`config.mk`:
```
export PLATFORM = sky130hd
export DESIGN_NAME = mi3_mul
export DESIGN_NICKNAME = d
export VERILOG_FILES = /design/src/hdl/mi3_pkg.sv /design/src/hdl/mi3_mul.sv
export SDC_FILE = /design/constraint.sdc
export NUM_CORES = 2
export LEC_CHECK = 0
export ABC_AREA = 1
export BUFFER_PORTS_ARGS = -buffer_cell sky130_fd_sc_hd__buf_2
export CORE_MARGIN = 5
export CORE_UTILIZATION = 65
export DETAILED_ROUTE_END_ITERATION = 7
export PLACE_DENSITY = 0.83
export SYNTH_ARGS = -nofsm -noshare
export SYNTH_HDL_FRONTEND = slang
export SYNTH_SLANG_ARGS = --single-unit
```
`constraint.sdc`:
```
create_clock -name clk_i -period 7.7 [get_ports clk_i]
set_clock_uncertainty 0.15 [all_clocks]
set_input_delay 0 -clock clk_i [delete_from_list [all_inputs] [get_ports clk_i]]
set_output_delay 0 -clock clk_i [all_outputs]
set_load 0.05 [all_outputs]
```
`src/hdl/mi3_pkg.sv`:
```
package mi3_pkg;

  localparam int ElemW = 32;
  localparam int CofW  = 64;
  localparam int DetW  = 98;
  localparam int DivW  = DetW + 32;
  localparam int QuoW  = 32;
  localparam int MulW  = 33;
  localparam int ProdW = 2 * MulW;

  localparam logic [3:0] LastIdx = 4'd8;

  typedef struct packed {
    logic [3:0]               element_index;
    logic signed [ElemW-1:0]  element_value;
  } in_item_t;

  typedef struct packed {
    logic [3:0]               out_index;
    logic signed [ElemW-1:0]  inverse_value;
    logic signed [ElemW-1:0]  det_value;
    logic                     singular;
    logic                     last;
  } out_item_t;

  typedef struct packed {
    logic            ovf;
    logic [QuoW-1:0] quo;
  } div_res_t;

  // Element positions {a, b, c, d} of cofactor k = m[a]*m[b] - m[c]*m[d], one hex digit each.
  function automatic logic [15:0] cof_operands(input logic [3:0] k);
    logic [15:0] r;
    unique case (k)
      4'd0:    r = 16'h4857;
      4'd1:    r = 16'h2718;
      4'd2:    r = 16'h1524;
      4'd3:    r = 16'h5638;
      4'd4:    r = 16'h0826;
      4'd5:    r = 16'h2305;
      4'd6:    r = 16'h3746;
      4'd7:    r = 16'h1607;
      4'd8:    r = 16'h0413;
      default: r = 16'h0000;
    endcase
    return r;
  endfunction

  // Saturates a sign and magnitude to a signed 32-bit value; ovf flags a magnitude of 2^32 or more.
  function automatic logic [ElemW-1:0] sat32(input logic neg, input logic ovf,
                                             input logic [ElemW-1:0] mag);
    logic [ElemW-1:0] r;
    if (!neg) begin
      r = (ovf || mag[ElemW-1]) ? {1'b0, {(ElemW-1){1'b1}}} : mag;
    end else begin
      r = (ovf || mag > {1'b1, {(ElemW-1){1'b0}}}) ? {1'b1, {(ElemW-1){1'b0}}} : (~mag + 1'b1);
    end
    return r;
  endfunction

endpackage

```
`src/hdl/mi3_mul.sv`:
```
module mi3_mul (
  input  logic                                 clk_i,
  input  logic signed [mi3_pkg::MulW-1:0]      a_i,
  input  logic signed [mi3_pkg::MulW-1:0]      b_i,
  output logic signed [mi3_pkg::ProdW-1:0]     p_o
);

  logic signed [mi3_pkg::ProdW-1:0] p_q;

  always_ff @(posedge clk_i) begin
    p_q <= a_i * b_i;
  end

  assign p_o = p_q;

endmodule

```
==> flow_summary.json <==
{
  "status": "completed",
  "grt_util_met2_pct": 59.90,
  "area_growth_pct": 3.359,
  "fin_crit_ns": 7.168,
  "start_util_pct": 65.55,
  "grt_pass1_wl_um": 192600,
  "worstSetupPathType": "in -> reg",
  "die_y_um": 267.7,
  "worstPathRequired_ns": 7.76,
  "setup_viol": 0,
  "synth_compound_area_share_pct": 1.377,
  "dp_hpwl_um": 99790,
  "synth_fa_ha_area_share_pct": 59.38,
  "grt_busiest_layer": "met2",
  "io_pins": 133,
  "whs_endpoint": "p_o[0]$_DFF_P_",
  "first_global_vias": 38282,
  "drt_iter0_markers": 2531,
  "dr.pass1.iters": 6,
  "grt_overflow": 0,
  "finalWorstSetupSlack_ns": 0.5321,
  "dp.cells": 6331,
  "startpoint": "b_i[11]",
  "hold_depth": 4,
  "ant_nets": 0,
  "drc": 0,
  "drv_cap": 0,
  "antenna_found_initial": 6,
  "finish.instance_area_um2": 44620,
  "instances_no_fill": 6352,
  "cts_sinks": 66,
  "largest_reg_flops": 66,
  "route.detailed.wl_per_inst_um": 18.16,
  "ctsRootBufferMaster": "clkbuf_16",
  "min_from": "a_i[0]",
  "grt_max_degree": 34,
  "row_count": 94,
  "max_freq_ghz": 0.1395,
  "via_per_inst": 5.338,
  "nNetsFinal": 6907,
  "synth_top_family_by_area": "adder cells",
  "ys_seq_elements": 66,
  "layout_commonest_cell": "inv_1",
  "finalCritPeriodShare_pct": 93.09,
  "hold_violations": 0,
  "hp-class": "in -> reg",
  "yosys_warnings": 0,
  "cts_buffer_depth": 2,
  "synth-xor-area-share_pct": 0.8317,
  "met3_usage_pct": 5.136,
  "worstPathArrival_ns": 7.23,
  "seq_area_frac_synth_pct": 3.060,
  "max_slew_margin_pct": 24.13,
  "routabilityCongestion": 0.9805,
  "cts-resized-gates": 0,
  "io_buffers": 132,
  "grtUsageMet1_pct": 40.39,
  "final-max-slew-violation-count": 0,
  "tightest_slew_ns": 1.135,
  "synthMuxAreaShare_pct": 0,
  "synthCells": 5543,
  "h-tree-depth": 3,
  "rsz0062_at_grt": "no",
  "cts_buffers": 9,
  "vias": 33908,
  "cts_setup_buffers": 0,
  "path_max_fanout": 33,
  "synth_cell_types": 35,
  "post-place-ws_ns": 0.2878,
  "post_synth.cell_area_avg_um2": 7.789,
  "cp-start-kind": "primary input",
  "wirelength_um": 115300,
  "ctsHoldBuffers": 0,
  "yosys.area_share.simple_pct": 16.59,
  "placed_area_um2": 44340,
  "grt_util_all_layers_pct": 33.91,
  "die_w_um": 267.7,
  "cts_tree": "done",
  "path_clk_slew_ns": 0.07,
  "syn-num-nets": 6972,
  "end_kind": "flip-flop",
  "die_area_um2": 71680,
  "setup_tns_ns": 0,
  "drive_above_1_share_pct": 4.815,
  "syn_area_um2": 43170,
  "core_area_um2": 65860,
  "layout_common_cells": "inv_1 (1894), nand2_1 (1517), fa_1 (1145)"
}
[worst max path at each step]
stage                            to  slack, ns
global placement    p_o[60]$_DFF_P_       0.45
CTS                 p_o[55]$_DFF_P_       0.64
detailed placement  p_o[55]$_DFF_P_       0.29
finish              p_o[55]$_DFF_P_       0.53
floorplan           p_o[60]$_DFF_P_       0.79
global route        p_o[60]$_DFF_P_       0.18
[per-layer routing]
metal / vias to the layer above / share of wire (%)
li1: 14857 / -
met1: 16707 / 35
met2: 1803 / 50
met3: 537 / 8.2
met4: 4 / 6.7
met5: - / 0.023
[through the flow]
step	util, %	hold slack [ns]
after detailed placement	67.32	0.3196
after global placement	67.32	0.3195
final	67.75	0.1991
after global routing	67.73	0.2008
after CTS	67.73	0.1615
after floorplan	-	0.1136
[worst max-delay path, cell delays in order]
cell and delay [ns]:
buf_2 0.60, nand2_1 0.17, fa_1 0.71, fa_1 0.60
fa_1 0.57, inv_1 0.42, fa_1 0.54, fa_1 0.57
fa_1 0.43, fa_1 0.49, inv_1 0.05, fa_1 0.47
inv_1 0.04, ha_1 0.42, nand2_1 0.14, nor2_2 0.17
nand2_1 0.15, nor4_2 0.30, nand2_1 0.14, nand4_1 0.11
nand2_1 0.10
[cell families after synthesis]
| family | count (synthesis) |
|---|---|
| AO/OA/AOI/OAI | 106 |
| XOR/XNOR | 41 |
| adder cells (fa/ha/maj) | 1362 |
| buffers and inverters | 2158 |
| flip-flops | 66 |
| AND/OR/NAND/NOR | 1810 |
[synth_stat cells]
| library cell | count | share of area, % |
|---|---|---|
| a21boi_0 | 1 | 0.017 |
| a21o_1 | 2 | 0.035 |
| a21oi_1 | 61 | 0.71 |
| a21oi_2 | 4 | 0.081 |
| and2_0 | 1 | 0.014 |
| and2_1 | 2 | 0.029 |
| buf_1 | 1 | 0.0087 |
| clkbuf_1 | 262 | 2.3 |
| dfxtp_1 | 66 | 3.1 |
| fa_1 | 1145 | 53 |
| ha_1 | 217 | 6.3 |
| inv_1 | 1894 | 16 |
| inv_2 | 1 | 0.0087 |
| nand2_1 | 1517 | 13 |
| nand2_2 | 17 | 0.25 |
| nand3_1 | 70 | 0.81 |
| nand3_2 | 8 | 0.19 |
| nand3b_1 | 3 | 0.052 |
| nand4_1 | 19 | 0.28 |
| nor2_1 | 131 | 1.1 |
| nor2_2 | 20 | 0.29 |
| nor2_4 | 3 | 0.078 |
| nor3_1 | 7 | 0.081 |
| nor3_2 | 1 | 0.023 |
| nor4_1 | 4 | 0.058 |
| nor4_2 | 1 | 0.029 |
| o21a_1 | 1 | 0.017 |
| o21ai_0 | 19 | 0.22 |
| o21ai_1 | 3 | 0.035 |
| o21ai_2 | 1 | 0.020 |
| o21bai_1 | 14 | 0.24 |
| or2_1 | 1 | 0.014 |
| or2_2 | 5 | 0.072 |
| xnor2_1 | 4 | 0.081 |
| xor2_1 | 37 | 0.75 |
[area by class of cell]
| type | count | area [um2] |
|---|---|---|
| Timing Repair Buffer | 187 | 1074 |
| Fill cell | 5263 | 21240 |
| Inverter | 1895 | 7113 |
| Clock inverter | 7 | 45.04 |
| Antenna cell | 5 | 12.51 |
| Clock buffer | 9 | 225.2 |
| Sequential cell | 66 | 1321 |
| Multi-Input combinational cell | 3319 | 33750 |
| Tap cell | 864 | 1081 |
Power is left out: the tool's default activity adds up to more than one toggle a clock period on the data nets, which glitch-free logic cannot reach.
