<file path="src/hdl/mi3_pkg.sv">
package mi3_pkg;

  localparam int ElemW = 32;
  localparam int CofW  = 64;
  localparam int DetW  = 98;
  localparam int DivW  = DetW + 32;
  localparam int QuoW  = 32;
  localparam int MulW  = 33;
  localparam int ProdW = 2 * MulW;

  localparam logic [3:0] LastIdx = 4'd8;

  typedef struct packed {
    logic [3:0]               element_index;
    logic signed [ElemW-1:0]  element_value;
  } in_item_t;

  typedef struct packed {
    logic [3:0]               out_index;
    logic signed [ElemW-1:0]  inverse_value;
    logic signed [ElemW-1:0]  det_value;
    logic                     singular;
    logic                     last;
  } out_item_t;

  typedef struct packed {
    logic            ovf;
    logic [QuoW-1:0] quo;
  } div_res_t;

  // Element positions {a, b, c, d} of cofactor k = m[a]*m[b] - m[c]*m[d], one hex digit each.
  function automatic logic [15:0] cof_operands(input logic [3:0] k);
    logic [15:0] r;
    unique case (k)
      4'd0:    r = 16'h4857;
      4'd1:    r = 16'h2718;
      4'd2:    r = 16'h1524;
      4'd3:    r = 16'h5638;
      4'd4:    r = 16'h0826;
      4'd5:    r = 16'h2305;
      4'd6:    r = 16'h3746;
      4'd7:    r = 16'h1607;
      4'd8:    r = 16'h0413;
      default: r = 16'h0000;
    endcase
    return r;
  endfunction

  // Saturates a sign and magnitude to a signed 32-bit value; ovf flags a magnitude of 2^32 or more.
  function automatic logic [ElemW-1:0] sat32(input logic neg, input logic ovf,
                                             input logic [ElemW-1:0] mag);
    logic [ElemW-1:0] r;
    if (!neg) begin
      r = (ovf || mag[ElemW-1]) ? {1'b0, {(ElemW-1){1'b1}}} : mag;
    end else begin
      r = (ovf || mag > {1'b1, {(ElemW-1){1'b0}}}) ? {1'b1, {(ElemW-1){1'b0}}} : (~mag + 1'b1);
    end
    return r;
  endfunction

endpackage

</file>
<file path="src/hdl/mi3_div.sv">
module mi3_div (
  input  logic                          clk_i,
  input  logic                          rst_ni,
  input  logic                          start_i,
  input  logic [mi3_pkg::DivW-1:0]      num_i,
  input  logic [mi3_pkg::DetW-1:0]      den_i,
  output logic                          done_o,
  output mi3_pkg::div_res_t             res_o
);

  logic [mi3_pkg::DivW-1:0] rem_q, dd_q;
  logic [5:0]               cnt_q;
  logic                     busy_q, done_q, ovf_q;
  logic [mi3_pkg::QuoW-1:0] quo_q;
  logic                     ge;

  assign ge = rem_q >= dd_q;

  always_ff @(posedge clk_i or negedge rst_ni) begin
    if (!rst_ni) begin
      busy_q <= 1'b0;
      done_q <= 1'b0;
      cnt_q  <= '0;
    end else begin
      done_q <= busy_q && cnt_q == '0;
      if (start_i) begin
        busy_q <= 1'b1;
        cnt_q  <= 6'd32;
      end else if (busy_q) begin
        if (cnt_q == '0) begin
          busy_q <= 1'b0;
        end else begin
          cnt_q <= cnt_q - 1'b1;
        end
      end
    end
  end

  // The first step only checks whether the quotient reaches 2^32; the other 32 each give one bit.
  always_ff @(posedge clk_i) begin
    if (start_i) begin
      rem_q <= num_i;
      dd_q  <= {den_i, {mi3_pkg::QuoW{1'b0}}};
      quo_q <= '0;
      ovf_q <= 1'b0;
    end else if (busy_q) begin
      dd_q <= dd_q >> 1;
      if (cnt_q == 6'd32) begin
        ovf_q <= ge;
      end else begin
        quo_q <= {quo_q[mi3_pkg::QuoW-2:0], ge};
        if (ge) begin
          rem_q <= rem_q - dd_q;
        end
      end
    end
  end

  assign done_o    = done_q;
  assign res_o.ovf = ovf_q;
  assign res_o.quo = quo_q;

endmodule
</file>
<file path="config.mk">
export PLATFORM = sky130hd
export DESIGN_NAME = mi3_div
export DESIGN_NICKNAME = d
export VERILOG_FILES = /design/src/hdl/mi3_pkg.sv /design/src/hdl/mi3_div.sv
export SDC_FILE = /design/constraint.sdc
export NUM_CORES = 1
export LEC_CHECK = 0
export BUFFER_PORTS_ARGS = -buffer_cell sky130_fd_sc_hd__buf_4
export CAP_MARGIN = 5
export CORE_MARGIN = 4
export CORE_UTILIZATION = 50
export DETAILED_ROUTE_END_ITERATION = 7
export PLACE_DENSITY = 0.8
export SKIP_LAST_GASP = 1
export SLEW_MARGIN = 20
export SYNTH_ARGS = -nofsm -noshare
export SYNTH_HDL_FRONTEND = slang
export SYNTH_SLANG_ARGS = --single-unit
</file>
<file path="constraint.sdc">
create_clock -name clk_i -period 11.6 [get_ports clk_i]
set_input_delay 1.74 -clock clk_i [delete_from_list [all_inputs] [get_ports clk_i]]
set_output_delay 1.74 -clock clk_i [all_outputs]
set_load 0.02 [all_outputs]
</file>
==> results.md <==
* Placed instance area at 0.0239 sq mm
* Post-synth top flop: edfxtp_1
* RSZ-0062 raised after global routing: false
* Power Density at roughly 300 mW/mm^2
* Min cycle time layout at 5.87 ns
* CTS tree: done
* Clock Root Buffer: clkbuf_16
* Vias in the first global route at slightly below 20000
* Vias at approximately 20000
* Worst path most repeated cell: buf_4
* Post-CTS Resized at 0
* Worst-Margin Slew at 1.07 ns
* Layout cell share with drive strength beyond 1 at 12.3%
* Ys Warns at 0
* Post-synthesis sequential area ratio at 38.5%
* Delay-heaviest family, CP: compound AO/OA/AOI/OAI gates
* Die Width at 216 um
* Synth cell types at 76
* Status: complete, no violations
* Total CTS buffers at 35
* Final Skew at 0.0150 ns
* CP max FO at 53
* Routability Congestion at 0.992
* XOR/XNOR share of the synthesized area at between 5 and 6%
* Max-cap viol count at 0
* Post-synthesis mux area share at 1.68%
* Final worst slack at ~5.7 ns
* Area grow syn2layout at 15.4%
* Starting density of the core at 50.5%
* Min-delay src: quo_q[15]$_SDFFE_PP0P_
* Setup_tns at 0 ns
* Reg-to-reg startpoint: rem_q[0]$_DFFE_PP_
* Seq cells post-synth at 301
* WHS at 0.466 ns
* Synth Area in Compound Gates at 22.3%
* Post-route DRC at 0
* Buffers on Ports at approximately 260
* Synth top area cells: edfxtp_1 32%, nand2_1 9.6%, ha_1 7.6%, o21ai_0 7.3%, dfxtp_1 6.0%
* Cell taking the most area after synthesis: edfxtp_1
* CP bufs+invs at 3
* Critical Path RT at 11.77 ns
* Critical Path, Cell by Cell: inv_1, ha_1, fa_1, nor2b_1, o21ai_1, a21oi_1, o21bai_1, a211oi_1, o21ai_0, a31oi_1, nor3_1, nor4_1, nor2_1, o21ai_4, buf_4, buf_4
* Die area at 0.0468 sq mm
* Final Hold Fails at 0
* Synthesized area at 0.0217 sq mm
* ANT cells at 0
* Finished Cell Area at roughly 0.025 sq mm
* # IOs at 265
* Most instantiated library cell after synthesis: nand2_1
* Via/cell ratio at about 6
* HP Class: flop to flop
* Postcts setup bufs at 0
* Largest net degree at the start of global routing at 127
* Detailed-routing iteration count for the pre-antenna-repair pass at 6
* Post-Route WL at 65500 um
* Global-route wire length before repair at 103000 um
* Initial DRC count at 1983
* Core area at 0.0430 sq mm
* Arr. time, crit path at slightly above 6 ns
* Crit path launch: rem_q[0]$_DFFE_PP_
* Fin nets at 3214
* Syn Nets at 3060
* Worst-skew pair later-pin latency at 0.55 ns
* Wire length per cell at 18.9 um
* Routed wl met3 at 5290 um
* Startpoint Class: flop
* Grt total ovfl at 0
* Max IR drop VDD at approximately 0.00015 V
* Largest family of logic cells by synthesized area: compound AO/OA/AOI/OAI gates
* Period Utilization, post-route at 50.6%
* Antenna violations before repair at 0
* Delay of the slowest critical-path stage at about 0.7 ns
* Max Used Layer: met4
* Total Power at 7.50 mW
* Clock Path Buffers at 3
* Std-Cell Rows at 76
* Reg clk slew, reported paths at ~0.06 ns
* Slowest cell on the critical path: o21ai_4
* Async SR Flop Fraction at 2.66%
* Crit path kind: flop to flop
* Met1 Wirelength at 29100 um
* Hpwl dp at 50500 um
* H-tree levels at 2
* Max_slew headroom at around 29%
* Fmax at 0.170 GHz
* Fillers at 3939
* Critical Path End Type: flop
* Final Max Tran Viols at 0
* Post-synth EDFFs at 228
* Top cells by count, synth: 552 x nand2_1, 316 x o21ai_0, 250 x a21oi_1, 228 x edfxtp_1, 177 x nor2_1
* Post-Synth Adder-Cell Area at between 7 and 8%
* Final setup viols at 0
* Syn Area/Cell at 8.04 sq um
* Antenna Violating Nets Remaining at 0
* CTS sink cnt at about 300
* Setup WS pre-CTS at ~5.7 ns
* Post-Synthesis Cells at 2696
* Met2 routed WL at 29200 um
* Die Y at 216 um
* Post-Synth Simple-Gate Area at 19.1%
* All-Layer GR Usage at 27.0%
* Leakage at 10.6 nW
* Hold buffer count at CTS at 0
* Post-synth top area share at 31.6%
metrics by stage:
stage / cells / util (%)
2_1_floorplan: 2696 / -
3_3_place_gp: 3398 / 55.6
3_5_place_dp: 3398 / 55.6
4_1_cts: 3461 / 58.2
5_1_grt: 3461 / 58.2
6_report: 3461 / 58.2
where the power goes:
group	internal, mW	switching, mW	total, mW
combinational	1.63	2.94	4.57
clock	0.647	0.466	1.11
sequential	1.67	0.150	1.82
per-layer routing:
| metal | global-route usage [%] | vias up |
|---|---|---|
| met1 | 37.7 | 9510 |
| met5 | 0 | - |
| met2 | 42.6 | 781 |
| met3 | 5.52 | 116 |
| li1 | - | 9822 |
| met4 | 8.34 | 0 |
cell families after synthesis:
| logic type | Yosys count |
|---|---|
| adders and majority gates | 133 |
| and+or+nand+nor | 952 |
| buffers and inverters | 325 |
| DFF | 301 |
| muxes | 36 |
| AOI/OAI and AO/OA | 823 |
| xor gates and xnor gates | 126 |
sequential cells by signal, summed over array words and instances, names as in the netlist:
name    count
busy_q      1
cnt_q       6
dd_q      130
done_o      1
ovf_q       1
quo_q      32
rem_q     130
path summary, 6_finish.rpt:
check,slack [ns],depth (start not counted),to
setup / recovery,5.73,16,rem_q[60]$_DFFE_PP_
hold / removal,0.47,2,quo_q[16]$_SDFFE_PP0P_
setup reg to reg,5.73,16,rem_q[60]$_DFFE_PP_
hold reg to reg,0.47,2,quo_q[16]$_SDFFE_PP0P_
max in group asynchronous,10.46,1,busy_q$_DFF_PN0_
min in group asynchronous,1.00,1,done_o$_DFF_PN0_
worst reg2reg max path, stage by stage, from the launching register on:
cell and delay (ns):
edfxtp_1 0.32, inv_1 0.04, ha_1 0.21, fa_1 0.41
nor2b_1 0.13, o21ai_1 0.08, a21oi_1 0.27, o21bai_1 0.16
a211oi_1 0.53, o21ai_0 0.32, a31oi_1 0.26, nor3_1 0.11
nor4_1 0.28, nor2_1 0.18, o21ai_4 0.71, buf_4 0.71
buf_4 0.71
area by class of cell:
class | instances | area [sq um] | share of cell area, %
clock buffer | 50 | 962 | 3.85
multi-input combinational | 2070 | 12100 | 48.5
clock inverter | 13 | 153 | 0.610
tap | 585 | 732 | 2.93
timing repair buffer | 273 | 2060 | 8.24
sequential | 301 | 8350 | 33.4
inverter | 169 | 634 | 2.54
layout by cell type, fill, tap and decap left out, types with 14 or more instances in the layout:
master       n
a21o_1      75
a21oi_1    250
a31oi_1     15
buf_4      271
clkbuf_16   35
dfxtp_1     65
edfxtp_1   228
ha_1       132
inv_1      169
mux2i_1     33
nand2_1    551
nand3_1     23
nand4_1     71
nor2_1     177
nor3_1      44
nor4_1      16
o21a_1      14
o21ai_0    315
o21ai_1     16
o21bai_1    43
o31ai_1     16
xnor2_1     73
xor2_1      53
Power figures use the tool's default switching activity.
